File: src/sv/itrd_pkg.sv
package itrd_pkg;

	localparam int VALUE_BITS = 32;
	localparam int RADIX_W    = 6;
	localparam int CHAR_W     = 8;
	localparam int CNT_W      = $clog2(VALUE_BITS);
	localparam int IDX_W      = $clog2(VALUE_BITS);
	localparam int ND_W       = $clog2(VALUE_BITS + 1);

	localparam logic [RADIX_W-1:0] RADIX_RESET   = 6'd35;
	localparam logic [RADIX_W-1:0] RADIX_MIN     = 6'd2;
	localparam logic [RADIX_W-1:0] RADIX_MAX     = 6'd36;
	localparam logic [RADIX_W-1:0] DECIMAL_LIMIT = 6'd10;

	localparam logic [CHAR_W-1:0] CHAR_ZERO  = 8'h30;
	localparam logic [CHAR_W-1:0] CHAR_ALPHA = 8'h41;
	localparam logic [CHAR_W-1:0] CHAR_MINUS = 8'h2D;

	typedef struct packed {
		logic ready;
		logic load;
		logic div_step;
		logic push;
		logic emit_sign;
		logic emit_digit;
	} itrd_cmd_t;

	typedef struct packed {
		logic in_valid;
		logic div_done;
		logic quot_zero;
		logic negative;
		logic slot_free;
		logic last_digit;
	} itrd_sts_t;

	function automatic logic [CHAR_W-1:0] digit_char(input logic [RADIX_W-1:0] d);
		logic [CHAR_W-1:0] c;
		if (d < DECIMAL_LIMIT) begin
			c = CHAR_ZERO + CHAR_W'(d);
		end else begin
			c = CHAR_ALPHA + CHAR_W'(d - DECIMAL_LIMIT);
		end
		return c;
	endfunction

endpackage

File: src/sv/itrd_if.sv
interface itrd_num_if import itrd_pkg::*; ();
	logic                         valid;
	logic                         ready;
	logic signed [VALUE_BITS-1:0] value;

	modport source (output valid, output value, input ready);
	modport sink (input valid, input value, output ready);
endinterface

interface itrd_char_if import itrd_pkg::*; ();
	logic              valid;
	logic              ready;
	logic [CHAR_W-1:0] character;
	logic              last;

	modport source (output valid, output character, output last, input ready);
	modport sink (input valid, input character, input last, output ready);
endinterface

interface itrd_cfg_if import itrd_pkg::*; ();
	logic               valid;
	logic               ready;
	logic [RADIX_W-1:0] radix;

	modport source (output valid, output radix, input ready);
	modport sink (input valid, input radix, output ready);
endinterface

File: src/sv/integer_to_radix_digits.sv
// Each digit takes one pass of the bit-serial divider (32 steps) and a push onto the stack;
// then the sign, if negative, and the digits go out, most significant first. A new number
// is taken only in idle, once the last digit of the previous one is in the output register.
// Output register lets the final character wait while the next number is accepted.
// Reset: arst_n asynchronous, active low; radix returns to 35, controller to idle.
module integer_to_radix_digits import itrd_pkg::*; (
	input logic         clk,
	input logic         arst_n,
	itrd_num_if.sink    number,
	itrd_char_if.source text,
	itrd_cfg_if.sink    cfg
);

	// controller/datapath handshake
	itrd_cmd_t cmd;
	itrd_sts_t sts;

	// sequencer: accept, divide per digit, push, then stream sign and digits out
	itrd_ctrl u_ctrl (
		.clk    (clk),
		.arst_n (arst_n),
		.sts    (sts),
		.cmd    (cmd)
	);

	// radix register, magnitude/remainder divider, digit stack, output register
	itrd_dp u_dp (
		.clk    (clk),
		.arst_n (arst_n),
		.number (number),
		.text   (text),
		.cfg    (cfg),
		.cmd    (cmd),
		.sts    (sts)
	);

endmodule

File: src/sv/itrd_ctrl.sv
module itrd_ctrl import itrd_pkg::*; (
	input  logic      clk,
	input  logic      arst_n,
	input  itrd_sts_t sts,
	output itrd_cmd_t cmd
);

	typedef enum logic [4:0] {
		S_IDLE = 5'b00001,
		S_DIV  = 5'b00010,
		S_PUSH = 5'b00100,
		S_SIGN = 5'b01000,
		S_EMIT = 5'b10000
	} state_t;

	state_t state_q, state_d;

	always_ff @(posedge clk or negedge arst_n) begin
		if (!arst_n) begin
			state_q <= S_IDLE;
		end else begin
			state_q <= state_d;
		end
	end

	always_comb begin
		state_d = state_q;
		cmd     = '0;
		case (state_q)
			S_IDLE: begin
				cmd.ready = 1'b1;
				if (sts.in_valid) begin
					cmd.load = 1'b1;
					state_d  = S_DIV;
				end
			end
			S_DIV: begin
				cmd.div_step = 1'b1;
				if (sts.div_done) begin
					state_d = S_PUSH;
				end
			end
			S_PUSH: begin
				cmd.push = 1'b1;
				if (!sts.quot_zero) begin
					state_d = S_DIV;
				end else if (sts.negative) begin
					state_d = S_SIGN;
				end else begin
					state_d = S_EMIT;
				end
			end
			S_SIGN: begin
				if (sts.slot_free) begin
					cmd.emit_sign = 1'b1;
					state_d       = S_EMIT;
				end
			end
			S_EMIT: begin
				if (sts.slot_free) begin
					cmd.emit_digit = 1'b1;
					if (sts.last_digit) begin
						state_d = S_IDLE;
					end
				end
			end
			default: begin
				state_d = S_IDLE;
			end
		endcase
	end

endmodule

File: src/sv/itrd_dp.sv
module itrd_dp import itrd_pkg::*; (
	input  logic      clk,
	input  logic      arst_n,
	itrd_num_if.sink  number,
	itrd_char_if.source text,
	itrd_cfg_if.sink  cfg,
	input  itrd_cmd_t cmd,
	output itrd_sts_t sts
);

	logic [RADIX_W-1:0]    radix_q;
	logic [RADIX_W-1:0]    base;
	logic [VALUE_BITS-1:0] raw;
	logic [VALUE_BITS-1:0] mag_q;
	logic [RADIX_W-1:0]    rem_q;
	logic [RADIX_W:0]      trial;
	logic                  fits;
	logic [CNT_W-1:0]      bit_cnt_q;
	logic [ND_W-1:0]       nd_q;
	logic [ND_W-1:0]       nd_dec;
	logic [IDX_W-1:0]      rd_idx;
	logic                  neg_q;
	logic [RADIX_W-1:0]    digits_q [VALUE_BITS];
	logic                  out_valid_q;
	logic [CHAR_W-1:0]     character_q;
	logic                  last_q;
	logic                  emit;

	// radix register, always ready; the divider reads it on every step,
	// so it is to be changed only between numbers; the block does not enforce that
	assign cfg.ready = 1'b1;

	always_ff @(posedge clk or negedge arst_n) begin
		if (!arst_n) begin
			radix_q <= RADIX_RESET;
		end else if (cfg.valid) begin
			radix_q <= cfg.radix;
		end
	end

	always_comb begin
		if (radix_q < RADIX_MIN) begin
			base = RADIX_MIN;
		end else if (radix_q > RADIX_MAX) begin
			base = RADIX_MAX;
		end else begin
			base = radix_q;
		end
	end

	assign number.ready = cmd.ready;
	assign raw          = number.value;

	// restoring division step: one quotient bit per cycle
	assign trial = {rem_q, mag_q[VALUE_BITS-1]};
	assign fits  = trial >= {1'b0, base};

	always_ff @(posedge clk) begin
		if (cmd.load) begin
			neg_q <= raw[VALUE_BITS-1];
			mag_q <= raw[VALUE_BITS-1] ? (~raw + 1'b1) : raw;
			rem_q <= '0;
		end else if (cmd.div_step) begin
			mag_q <= {mag_q[VALUE_BITS-2:0], fits};
			rem_q <= fits ? RADIX_W'(trial - {1'b0, base}) : trial[RADIX_W-1:0];
		end else if (cmd.push) begin
			rem_q <= '0;
		end
	end

	always_ff @(posedge clk or negedge arst_n) begin
		if (!arst_n) begin
			bit_cnt_q <= '0;
			nd_q      <= '0;
		end else if (cmd.load) begin
			bit_cnt_q <= '0;
			nd_q      <= '0;
		end else if (cmd.div_step) begin
			bit_cnt_q <= bit_cnt_q + 1'b1;
		end else if (cmd.push) begin
			bit_cnt_q <= '0;
			nd_q      <= nd_q + 1'b1;
		end else if (cmd.emit_digit) begin
			nd_q <= nd_dec;
		end
	end

	// digit stack, least significant pushed first
	always_ff @(posedge clk) begin
		if (cmd.push) begin
			digits_q[nd_q[IDX_W-1:0]] <= rem_q;
		end
	end

	assign nd_dec = nd_q - 1'b1;
	assign rd_idx = nd_dec[IDX_W-1:0];

	// output register
	assign emit = cmd.emit_sign || cmd.emit_digit;

	always_ff @(posedge clk or negedge arst_n) begin
		if (!arst_n) begin
			out_valid_q <= 1'b0;
		end else if (emit) begin
			out_valid_q <= 1'b1;
		end else if (text.ready) begin
			out_valid_q <= 1'b0;
		end
	end

	always_ff @(posedge clk) begin
		if (cmd.emit_sign) begin
			character_q <= CHAR_MINUS;
			last_q      <= 1'b0;
		end else if (cmd.emit_digit) begin
			character_q <= digit_char(digits_q[rd_idx]);
			last_q      <= nd_q == ND_W'(1);
		end
	end

	assign text.valid     = out_valid_q;
	assign text.character = character_q;
	assign text.last      = last_q;

	assign sts.in_valid   = number.valid;
	assign sts.div_done   = bit_cnt_q == CNT_W'(VALUE_BITS - 1);
	assign sts.quot_zero  = mag_q == '0;
	assign sts.negative   = neg_q;
	assign sts.slot_free  = !out_valid_q || text.ready;
	assign sts.last_digit = nd_q == ND_W'(1);

endmodule

File: src/flat_wrapper.sv
// flat-port wrapper written by rule: the top's interface ports become plain ports
module integer_to_radix_digits_flat import itrd_pkg::*;
  (clk, arst_n, number_valid, number_value, number_ready, text_valid, text_character, text_last, text_ready, cfg_valid, cfg_radix, cfg_ready);
  itrd_num_if number_i ();
  itrd_char_if text_i ();
  itrd_cfg_if cfg_i ();
  input logic clk;
  input logic arst_n;
  input wire logic [$bits(number_i.valid)-1:0] number_valid;
  input wire logic [$bits(number_i.value)-1:0] number_value;
  output wire logic [$bits(number_i.ready)-1:0] number_ready;
  output wire logic [$bits(text_i.valid)-1:0] text_valid;
  output wire logic [$bits(text_i.character)-1:0] text_character;
  output wire logic [$bits(text_i.last)-1:0] text_last;
  input wire logic [$bits(text_i.ready)-1:0] text_ready;
  input wire logic [$bits(cfg_i.valid)-1:0] cfg_valid;
  input wire logic [$bits(cfg_i.radix)-1:0] cfg_radix;
  output wire logic [$bits(cfg_i.ready)-1:0] cfg_ready;
  assign number_i.valid = number_valid;
  assign number_i.value = number_value;
  assign number_ready = number_i.ready;
  assign text_valid = text_i.valid;
  assign text_character = text_i.character;
  assign text_last = text_i.last;
  assign text_i.ready = text_ready;
  assign cfg_i.valid = cfg_valid;
  assign cfg_i.radix = cfg_radix;
  assign cfg_ready = cfg_i.ready;
  integer_to_radix_digits u_core (.clk(clk), .arst_n(arst_n), .number(number_i), .text(text_i), .cfg(cfg_i));
endmodule
File: config.mk
export PLATFORM = sky130hd
export DESIGN_NAME = integer_to_radix_digits_flat
export DESIGN_NICKNAME = d
export VERILOG_FILES = /design/src/sv/itrd_pkg.sv /design/src/sv/itrd_if.sv /design/src/sv/integer_to_radix_digits.sv /design/src/sv/itrd_ctrl.sv /design/src/sv/itrd_dp.sv /design/src/flat_wrapper.sv
export SDC_FILE = /design/constraint.sdc
export NUM_CORES = 1
export LEC_CHECK = 0
export ABC_AREA = 0
export BUFFER_PORTS_ARGS = -buffer_cell sky130_fd_sc_hd__buf_2
export CORE_UTILIZATION = 35
export DETAILED_ROUTE_END_ITERATION = 16
export SETUP_SLACK_MARGIN = 0.1
export SLEW_MARGIN = 20
export SYNTH_ARGS = -nofsm -noshare
export SYNTH_HDL_FRONTEND = slang
export SYNTH_SLANG_ARGS = --single-unit
File: constraint.sdc
create_clock -name clk -period 6.4 [get_ports clk]
set_clock_uncertainty 0.15 [all_clocks]
set_input_delay 0.64 -clock clk [delete_from_list [all_inputs] [get_ports clk]]
set_output_delay 0.64 -clock clk [all_outputs]
set_load 0.05 [all_outputs]
Word level (Yosys, flattened, before mapping)
Memories as Yosys holds them, arrays and structs flattened.
Cells that the tools add are included.
{"block": "totals", "ff_bits": 71, "mem_bits_rw": 192, "inputBits": 43, "out_inout_bits": 12, "memories": 1}
{"name": "u_core.u_dp.digits_q", "words": 32, "word_bits": 6, "rd": 1, "rd_ports_with_merged_regs": 0, "wr": 1, "line": "itrd_dp.sv:23", "text": "logic [RADIX_W-1:0] digits_q [VALUE_BITS];"}
{"block": "op_classes", "addsub": 8, "magnitude_cmp": 4, "n_eq_ne": 13, "n_mux": 35, "n_bitwise": 1, "n_reduce_logical": 11}
{"op": "2-to-1 mux 32 bit", "n": 3}
{"op": "2-to-1 mux 6 bit", "n": 9}
{"op": "2-to-1 mux 5 bit", "n": 10}
{"op": "adder 32 x 1 -> 32 bit, second input constant", "n": 1}
{"op": "zero test 32 bit", "n": 1}
{"op": "NOT 32 bit", "n": 1}
{"op": "one-hot mux 5 bit (5 select lines)", "n": 1}
{"op": "equality test 5 bit, second input constant", "n": 2}
{"op": "2-to-1 mux 1 bit", "n": 10}
{"op": "inequality test 2 x 1 -> 1 bit, second input constant", "n": 5}
{"op": "adder 7 x 8 -> 8 bit, first input constant", "n": 1}
{"op": "2-to-1 mux 8 bit", "n": 1}
{"op": "adder 6 x 6 -> 7 bit, first input constant", "n": 1}
{"op": ">= comparator 7 x 6 -> 1 bit", "n": 1}
{"op": "subtractor 6 x 4 -> 7 bit, second input constant", "n": 1}
{"op": "adder 6 x 1 -> 6 bit, second input constant", "n": 1}
{"op": "equality test 6 x 1 -> 1 bit, second input constant", "n": 1}
{"op": "greater-than comparator 6 bit, second input constant", "n": 1}
{"op": "less-than comparator 6 x 2 -> 1 bit, second input constant", "n": 1}
{"op": "less-than comparator 6 x 4 -> 1 bit, second input constant", "n": 1}
{"op": "nonzero test 2 bit", "n": 3}
{"op": "nonzero test 3 bit", "n": 2}
{"op": "subtractor 6 x 1 -> 6 bit, second input constant", "n": 1}
{"op": "subtractor 6 bit", "n": 1}
{"op": "other kinds (11)", "n": 12}

Longest topological paths before layout
Gate-level depths: netlist of run 1.
{"block": "logic_depth", "ltp_word": 8, "ltp_mapped": 19}

Modules after synthesis
Synthesis of run 1 repeated with hierarchy kept, for this count alone.
{"block": "hier_totals", "hier_cells": 876, "area_unflattened_um2": 12356.9}
{"mod": "itrd_dp", "n_inst": 1, "cells_each": 846, "area_per_inst_um2": 12049.1, "seq_area_each_um2": 7511.0}
{"mod": "itrd_ctrl", "n_inst": 1, "cells_each": 30, "area_per_inst_um2": 307.8, "seq_area_each_um2": 126.4}

Worst setup path before layout of run 1
No wires, ideal clock.
{"block": "synth_timing", "path_kind": "register -> register", "startpoint": "register u_core.u_dp.nd_q[0]", "endpoint": "register u_core.u_dp.character_q[4] (netlist: u_core.u_dp.text.character[4])", "setup_ns": 0.074, "arrival_ns": 4.312, "path_slack_ns": 1.864, "path_stages_with_launch": 19, "n_path_buf": 7, "synth_period_minus_slack_ns": 4.536, "path_cell_list": "dfrtp_1 -> buf_6 -> buf_8 -> buf_6 -> buf_4 -> inv_1 -> ha_1 -> buf_2 -> buf_2 -> buf_1 -> mux4_2 -> mux4_2 -> mux2i_1 -> inv_1 -> ha_1 -> nand4b_1 -> xnor2_1 -> or4_1 -> a31oi_1"}
{"block": "synth_between", "elab_chain_cells": 5}
{"element": "start, declared", "line": "itrd_dp.sv:19", "text": "logic [ND_W-1:0] nd_q;"}
{"element": "start signal, assigned", "line": "itrd_dp.sv:82", "text": "nd_q <= nd_q + 1'b1;"}
{"element": "start signal, assigned", "line": "itrd_dp.sv:84", "text": "nd_q <= nd_dec;"}
{"element": "subtractor 6 x 1 -> 6 bit *", "line": "itrd_dp.sv:95", "text": "assign nd_dec = nd_q - 1'b1;"}
{"element": "memory (32 x 6 bit) *"}
{"element": "subtractor 6 x 4 -> 7 bit", "line": "itrd_pkg.sv:42", "text": "c = CHAR_ALPHA + CHAR_W'(d - DECIMAL_LIMIT);"}
{"element": "adder 7 x 8 -> 8 bit", "line": "itrd_pkg.sv:42"}
{"element": "2-to-1 mux 8 bit *", "line": "itrd_pkg.sv:39", "text": "if (d < DECIMAL_LIMIT) begin"}
{"element": "end signal, assigned", "line": "itrd_dp.sv:116", "text": "character_q <= digit_char(digits_q[rd_idx]);"}
{"element": "end, declared", "line": "itrd_dp.sv:25", "text": "logic [CHAR_W-1:0] character_q;"}
Mark *: on every way between the ends. The rest lies on a longest branch, timed or not.
A chain may end at the register's enable or synchronous reset.

Final worst setup path of run 1
{"block": "layout_timing", "startpoint": "register u_core.u_dp.nd_q[1]", "endpoint": "register u_core.u_dp.character_q[4] (netlist: u_core.u_dp.text.character[4])"}
The elaborated chain is that of the path after synthesis.

==> results of run 1 <==
[per-stage QoR]
step | area (um^2) | worst slack [ns]
2_1_floorplan | 12200 | 1.86
3_3_place_gp | 12800 | 1.70
3_5_place_dp | 12800 | 1.85
4_1_cts | 13800 | 1.83
5_1_grt | 13800 | 1.66
6_report | 13800 | 1.98
[synthesized netlist by cell type, drive strengths merged (3+ instances only)]
master / n / area [um^2]
and3: 3 / 18.8
o41ai: 6 / 60.1
xnor2: 14 / 123
a22o: 5 / 43.8
xor2: 35 / 325
ha: 18 / 225
nor2b: 5 / 31.3
a22oi: 10 / 75.1
o221ai: 3 / 32.5
nor4: 14 / 87.6
o31ai: 11 / 92.6
dfrtp: 19 / 475
or3: 9 / 56.3
nor2: 75 / 284
mux2i: 34 / 340
o21ai: 60 / 300
nand2b: 7 / 43.8
nand3b: 9 / 71.3
inv: 15 / 56.3
or3b: 3 / 26.3
dfxtp: 15 / 300
clkbuf: 20 / 76.3
nand2: 105 / 399
buf: 24 / 203
nor3b: 5 / 37.5
mux2: 6 / 67.6
nor3: 14 / 70.1
dfstp: 4 / 105
a31oi: 3 / 33.8
a21oi: 21 / 105
edfxtp: 225 / 6760
or4: 7 / 52.6
mux4: 36 / 818
nand4: 4 / 25.0
o21a: 3 / 23.8
nand3: 11 / 55.1
[flip-flops by register name (all words and copies together), names as in the netlist]
signal,flops
u_core.u_dp.text.valid,1
u_core.u_dp.rem_q,6
u_core.u_dp.mag_q,32
u_core.u_dp.bit_cnt_q,5
u_core.u_dp.radix_q,6
u_core.u_dp.digits_q,192
u_core.u_dp.text.character,8
u_core.u_dp.text.last,1
u_core.u_dp.nd_q,6
u_core.u_ctrl.state_q,5
u_core.u_dp.neg_q,1
[cell families (layout without fill, tap and decap cells)]
group / Yosys count / in the layout
xor+xnor: 49 / 49
buf+inv: 60 / 133
simple gates: 277 / 277
other cells: 1 / 1
mux: 76 / 76
fa+ha+maj: 19 / 19
compound gates: 143 / 143
flops: 263 / 263
[final cells by class]
class | count | area (um^2) | area share (%)
clock buffer | 35 | 746 | 5.41
clock inverter | 15 | 195 | 1.42
inverter | 16 | 60.1 | 0.436
multi-input combinational | 565 | 4210 | 30.5
sequential | 263 | 7640 | 55.4
tap | 448 | 561 | 4.07
timing repair buffer | 67 | 377 | 2.73
[repair_timing]
action | 4_1_cts | 5_1_grt
gates resized for setup | 0 | 0
hold buffers | 1 | 0
hold endpoints to repair | 19 | 0
[power groups by stage]
stage / Clock, W / Combinational [W] / Sequential (W)
2_1_floorplan: 0 / 0.00163 / 0.00236
3_3_place_gp: 0 / 0.00213 / 0.00236
3_5_place_dp: 0 / 0.00214 / 0.00237
4_1_cts: 0.00168 / 0.00215 / 0.00233
5_1_grt: 0.00174 / 0.00237 / 0.00236
6_report: 0.00166 / 0.00213 / 0.00233
[worst min-delay path by stage]
stage	from	endpoint	slack (ns)	cells after the start
floorplan	arst_n	u_core.u_ctrl.state_q[1]$_DFFE_PN0P_	0.19	0
global placement	u_core.u_dp.text.last$_SDFFE_PP0P_	u_core.u_dp.text.last$_SDFFE_PP0P_	0.30	2
detailed placement	u_core.u_dp.text.last$_SDFFE_PP0P_	u_core.u_dp.text.last$_SDFFE_PP0P_	0.30	2
CTS	cfg_radix[5]	u_core.u_dp.radix_q[5]$_DFFE_PN1P_	0.16	3
global route	cfg_radix[1]	u_core.u_dp.radix_q[1]$_DFFE_PN1P_	0.19	2
finish	cfg_radix[5]	u_core.u_dp.radix_q[5]$_DFFE_PN1P_	0.17	3
[cells in the final DEF, fill, tap and decap left out, types with 6 or more instances in the layout]
cell	n
mux2_2	6
mux2i_1	34
buf_4	12
or4_1	7
o21ai_0	58
ha_1	17
nand3b_1	8
dfrtp_1	18
clkbuf_16	27
nand2_1	102
xor2_1	34
mux4_2	34
dfxtp_1	14
nor2_1	74
o31ai_1	9
edfxtp_1	225
a22oi_1	10
nor4_1	14
nand3_1	11
inv_1	15
xnor2_1	14
a21oi_1	21
nor3_1	13
nand2b_1	7
or3_1	9
buf_2	53
[critical path, delay by kind of cell (launching register included)]
family          cells  cell delay (ns)
mux                 3             1.38
compound gates      1             0.17
flops               1             0.60
xor+xnor            1             0.11
buf+inv             2             0.29
simple gates        2             0.59
fa+ha+maj           2             1.03
[metal layers]
layer	vias up	global-route usage [%]	wire length [um]	part of all wire [%]
met4	0	4.56	700	2.6
li1	3478	-	-	-
met5	-	0	0	0
met3	48	2.31	1260	4.7
met2	170	24.7	12700	48
met1	3674	21.5	12100	45
==> reports/qor.csv, run 1 <==
stage;metric;value;unit
run_status;status;complete, no violations;
synthesis;yosys_warnings;0;
clocking;path_clk_slew;0.06;ns
pwr;switching_share;34.2;%
floorplanning;num_io_pins;55;
pwr;powerDensity;444;mW/mm^2
pwr;pwr-share-clk;27.1;%
sta;finalHoldViolCount;0;
placement;io_buffer_count;53;
worst_setup_path;start_kind;flip-flop;
worst_setup_path;slowest_stage;ha_2;
synthesis;syn_area;0.0122;mm^2
worst_setup_path;required;6.72;ns
global_route;grt_pass1_vias;7309;
synthesis;synth_fa_ha_area_share;2.01;%
floorplanning;rows;67;
floorplanning;die-area;0.0355;mm^2
clocking;postCtsSetupBuffers;0;
worst_setup_path;worstSetupStartpoint;u_core.u_dp.nd_q[1]$_DFFE_PN0P_;
clocking;cts_tree;done;
worst_setup_path;reg2reg_to;u_core.u_dp.text.character[4]$_SDFFE_PP0P_;
synthesis;synthMuxAreaShare;10.1;%
worst_setup_path;worstReg2RegStart;u_core.u_dp.nd_q[1]$_DFFE_PN0P_;
floorplanning;core;0.0339;mm^2
finish;nNetsFinal;1002;
sta;period_minus_slack;4.42;ns
pwr;peakVddDrop;0.000252;V
sta;tns;0;ns
global_route;grt_first_pass_wirelength;42.4;mm
synthesis;synth_edf_count;225;
clocking;htree_num_levels;1;
finish;nFillCells;3156;
worst_setup_path;critPathMaxStageDelay;0.81;ns
sta;slew_headroom;46.5;%
synthesis;async_flop_share;8.75;%
worst_setup_path;critical_path_class;flip-flop to flip-flop;
placement;dpl.hpwl;18.0;mm
worst_setup_path;crit_end;u_core.u_dp.text.character[4]$_SDFFE_PP0P_;
pwr;p_leak;4.76;nW
sta;rsz0062_at_grt;false;
sta;drv_slew;0;
route;vias;7370;
synthesis;synth_top_family_by_area;simple AND/OR/NAND/NOR gates;
pwr;power_switching;0.00209;W
clocking;clockBufferDepth;3;
clocking;clk_latency;0.54;ns
synthesis;synth-seq-cells;263;
synthesis;synth_compound_area_share;7.98;%
synthesis;yosys.area_share.simple;10.7;%
sta;min_period_over_period;69.0;%
route;vias_per_cell;5.23;
clocking;cts.sinks;263;
synthesis;synthFlopType;edfxtp_1;
sta;hold_slack;0.169;ns
worst_setup_path;r2r_cells;11;
route;route.detailed.drc;0;
synthesis;synth_nets;950;
global_route;antenna_found_initial;0;
placement;dp.cells;1358;
route;wl;26.7;mm
synthesis;synth_area_per_cell;13.7;um^2
finish;utilization;40.7;%
sta;setup_viol;0;
pwr;intPower;0.00403;W
floorplanning;die_h;189;um
synthesis;synth_cells;888;
worst_setup_path;crit_chain;inv_1, ha_2, mux4_2, mux4_2, mux2i_1, inv_1, ha_1, nand4b_1, xnor2_1, or4_1, a31oi_1;
route;wire_per_inst;18.9;um
sta;fmax;0.226;GHz
finish;area_delta_synth_final;13.3;%
global_route;grt_util_all_layers;15.4;%
pwr;combPwrFrac;34.8;%
floorplanning;die_w;189;um
placement;place_congestion;0.846;
synthesis;synth_xor_area_share;3.68;%
run;maxCapViolCount;0;
pwr;power.total;0.00612;W
synthesis;yosysSeqAreaShare;62.7;%
finish;instances_no_fill;1409;
worst_setup_path;cp-end-kind;flip-flop;
floorplanning;initial_utilization;35.9;%
pwr;power_frac_seq;38.1;%
finish;antenna_cells;0;
min_path;holdCritPathClass;primary input to flip-flop;
finish;drive_above_1_share;18.6;%
clocking;cts-root-buf;clkbuf_16;
route;drt.antenna.violating_nets;0;
synthesis;post_synth_num_cell_types;77;
clocking;cts_buffers;27;
worst_setup_path;r2r_slack;1.98;ns
sta;tightest_slew;0.802;ns
worst_setup_path;arrival;4.74;ns
worst_setup_path;crit_fanout;25;
route;first_pass_iters;5;
global_route;grt.overflow.total;0;
global_route;grt_start_max_net_pins;67;
route;drt_iter0_markers;677;
No activity file was read; power rests on OpenSTA's default activity.
==> run 2, diff against run 1 <==
--- a/config.mk
+++ b/config.mk
@@ -5,7 +5,7 @@
 export SDC_FILE = /design/constraint.sdc
 export NUM_CORES = 1
 export LEC_CHECK = 0
-export ABC_AREA = 0
+export ABC_AREA = 1
 export BUFFER_PORTS_ARGS = -buffer_cell sky130_fd_sc_hd__buf_2
 export CORE_UTILIZATION = 35
 export DETAILED_ROUTE_END_ITERATION = 16
==> constraint.sdc (replaced) <==
create_clock -name clk -period 4.4 [get_ports clk]
set_clock_uncertainty 0.15 [all_clocks]
set_input_delay 0.44 -clock clk [delete_from_list [all_inputs] [get_ports clk]]
set_output_delay 0.44 -clock clk [all_outputs]
set_load 0.05 [all_outputs]
==> reports/qor.csv, run 2 <==
stage;metric;value;unit;change
finish;largest_reg_flops;192;;unchanged
worst_setup_path;slowest_stage;buf_4;;
sta;finalHoldViolCount;0;;unchanged
sta;hold_slack;0.0275;ns;-0.142 ns
synthesis;post_synth_num_cell_types;53;;-31%
clocking;cts_tree;done;;
clocking;clk_latency;0.55;ns;about the same
min_path;min-delay-start;cfg_valid;;
global_route;grt_util_all_layers;16.5;%;+1.1 points
synthesis;synth-seq-cells;263;;unchanged
synthesis;synth_edf_count;225;;unchanged
synthesis;synthFlopType;edfxtp_1;;
route;first_pass_iters;5;;unchanged
min_path;holdCritPathClass;primary input to flip-flop;;
pwr;power.total;0.0107;W;+75%
worst_setup_path;critical_path_class;flip-flop to flip-flop;;
worst_setup_path;arrival;3.76;ns;-0.98 ns
worst_setup_path;required;4.65;ns;-2.07 ns
finish;final_common_cell;nand2_1;;
global_route;use_met3;2.41;%;+0.10 points
route;drt_iter0_markers;676;;-0.15%
sta;fmax;0.285;GHz;+26%
floorplanning;initial_utilization;35.6;%;-0.34 points
global_route;busiest_layer;met2;;
synthesis;synth.top_cell.area_share;53.4;%;-2.1 points
worst_setup_path;start_kind;flip-flop;;
sta;period_minus_slack;3.50;ns;-0.915 ns
synthesis;yosys-top-cells-area;edfxtp_1 53%, nand2_1 8.8%, nand3_1 5.0%;;
pwr;p_leak;5.60;nW;+18%
clocking;ctsResizeCount;0;;unchanged
floorplanning;core;0.0356;mm^2;+5.0%
route;vias_per_cell;5.04;;-3.6%
worst_setup_path;r2r_slack;0.90;ns;-1.08 ns
clocking;cts_buffers;29;;+7.4%
global_route;use_met2;26.7;%;+2.0 points
min_path;hold_depth;2;;-1
worst_setup_path;cp.depth;19;;+8
clocking;clockBufferDepth;3;;unchanged
sta;rsz0062_at_grt;false;;
worst_setup_path;crit_fanout;62;;+150%
worst_setup_path;cp-end-kind;flip-flop;;
placement;dpl.hpwl;19.1;mm;+6.1%
pwr;peakVddDrop;0.000429;V;+70%
min_path;hold_end;u_core.u_dp.radix_q[1]$_DFFE_PN1P_;;
placement;io_buffer_count;53;;unchanged
finish;antenna_cells;0;;unchanged
worst_setup_path;crit_chain;inv_2, buf_4, buf_4, nand2_1, nand2_1, nand2_1, nand3_1, nand3_1, nand3_1, nand2_2, ha_1, nor2_1, nand2_1, nor2_2, nand3_1, nand2_1, nand2_1, nand2_1, a21oi_1;;
worst_setup_path;critPathMaxStageDelay;0.62;ns;-0.19 ns
synthesis;netlist_top_cells_count;298 x nand2_1, 225 x edfxtp_1, 146 x nor2_1;;
finish;area_delta_synth_final;12.9;%;
placement;place_congestion;0.841;;-0.53%
floorplanning;rows;69;;+3.0%
synthesis;syn_area;0.0127;mm^2;+4.0%
floorplanning;die-area;0.0369;mm^2;+4.0%
global_route;met1_usage;22.9;%;+1.4 points
route;drt.antenna.violating_nets;0;;unchanged
synthesis;synth_nets;1340;;+41%
run_status;status;complete, no violations;;
finish;nNetsFinal;1395;;+39%
pwr;powerDensity;752;mW/mm^2;+69%
synthesis;synth_top_cell_by_area;edfxtp_1;;
worst_setup_path;r2r_cells;19;;+8
route;vias;9154;;+24%
route;wl;30.1;mm;+13%
route;wire_per_inst;16.6;um;-12%
floorplanning;num_io_pins;55;;unchanged
worst_setup_path;path_delay_family;simple AND/OR/NAND/NOR gates;;
global_route;grt_start_max_net_pins;103;;+54%
worst_setup_path;cpMostUsedCell;nand2_1;;
synthesis;synth_cells;1278;;+44%
run;maxCapViolCount;0;;unchanged
finish;most-common-layout-cells;298 x nand2_1, 225 x edfxtp_1, 146 x nor2_1;;
synthesis;yosysSeqAreaShare;60.3;%;-2.4 points
worst_setup_path;worstReg2RegStart;u_core.u_dp.nd_q[0]$_DFFE_PN0P_;;
finish;drive_above_1_share;12.0;%;-6.6 points
global_route;grt.overflow.total;0;;unchanged
global_route;grt_pass1_vias;8927;;+22%
global_route;antenna_found_initial;1;;+1
sta;slew_headroom;43.3;%;-3.2 points
synthesis;async_flop_share;8.75;%;unchanged
route;route.detailed.drc;0;;unchanged
floorplanning;die_w;192;um;+2.0%
synthesis;synth_area_per_cell;9.91;um^2;-28%
worst_setup_path;path_buf_inv;3;;+1
floorplanning;die_h;192;um;+2.0%
clocking;path_clk_slew;0.06;ns;about the same
sta;min_period_over_period;79.6;%;+11 points
worst_setup_path;reg2reg_to;u_core.u_dp.text.character[6]$_SDFFE_PP0P_;;
synthesis;yosysMostFrequentCell;nand2_1;;
sta;drv_slew;0;;unchanged
sta;setup_viol;0;;unchanged
clocking;htree_num_levels;1;;unchanged
sta;tns;0;ns;unchanged
synthesis;yosys_warnings;0;;unchanged
clocking;cts-root-buf;clkbuf_16;;
sta;tightest_slew;0.844;ns;+0.0421 ns
global_route;grt_first_pass_wirelength;47.8;mm;+13%
clocking;cts.sinks;263;;unchanged
run 2: cell families (layout without fill, tap and decap cells):
logic type | Yosys count | count (layout) | share of synthesized area [%]
buffers and inverters | 148 | 224 | 5.73
XOR/XNOR | 31 | 31 | 2.14
adder cells (fa/ha/maj) | 19 | 19 | 1.94
multiplexers | 2 | 2 | 0.178
AND/OR/NAND/NOR | 646 | 646 | 22.5
other | 1 | 1 | 0.0296
AO/OA/AOI/OAI | 168 | 168 | 7.18
flip-flops | 263 | 263 | 60.3
run 2: worst reg2reg max path: cells and delay by family (launching register included):
| kind | cells | cell delay, ns |
|---|---|---|
| AO/OA/AOI/OAI | 1 | 0.05 |
| adder cells (fa/ha/maj) | 1 | 0.32 |
| buffers and inverters | 3 | 1.04 |
| AND/OR/NAND/NOR | 14 | 1.38 |
| flip-flops | 1 | 0.41 |
run 2: final cells by class:
class	count	area [um^2]
repair buffers	78	477
flip-flops and latches	263	7640
fillers	3544	21300
inverters	94	360
well taps	461	577
multi-input cells	867	4300
clock inverters	18	194
clock buffers	34	744
run 2: per-layer routing:
| metal | vias to the layer above | wire length [um] |
|---|---|---|
| li1 | 4482 | - |
| met1 | 4355 | 13600 |
| met2 | 254 | 14000 |
| met3 | 61 | 1660 |
| met4 | 2 | 786 |
| met5 | - | 13 |
run 2: power by group:
group / switching (W) / internal, W
clock: 0.000969 / 0.00144
combinational: 0.00343 / 0.00146
sequential: 0.000192 / 0.00325
run 2: timing repair:
item,4_1_cts,5_1_grt
hold buffers,8,0
setup buffers,0,0
hold endpoints to repair,26,0
run 2: through the flow:
step	cell area [um^2]	instances	utilization [%]	setup slack, ns
CTS	14300	1815	40.2	0.931
floorplan	12700	1278	-	0.756
global route	14300	1815	40.2	0.546
finish	14300	1815	40.2	0.896
detailed placement	13300	1755	37.3	0.947
global placement	13300	1755	37.3	0.950
run 2: worst max path at each step:
stage                                              start                                    endpoint  slack, ns
floorplan           u_core.u_ctrl.state_q[0]$_DFFE_PN1P_              u_core.u_dp.mag_q[0]$_DFFE_PP_       0.76
detailed placement       u_core.u_dp.nd_q[0]$_DFFE_PN0P_  u_core.u_dp.text.character[6]$_SDFFE_PP0P_       0.95
global placement         u_core.u_dp.nd_q[0]$_DFFE_PN0P_  u_core.u_dp.text.character[6]$_SDFFE_PP0P_       0.95
CTS                      u_core.u_dp.nd_q[0]$_DFFE_PN0P_  u_core.u_dp.text.character[6]$_SDFFE_PP0P_       0.93
global route             u_core.u_dp.nd_q[0]$_DFFE_PN0P_  u_core.u_dp.text.character[6]$_SDFFE_PP0P_       0.55
finish                   u_core.u_dp.nd_q[0]$_DFFE_PN0P_  u_core.u_dp.text.character[6]$_SDFFE_PP0P_       0.90
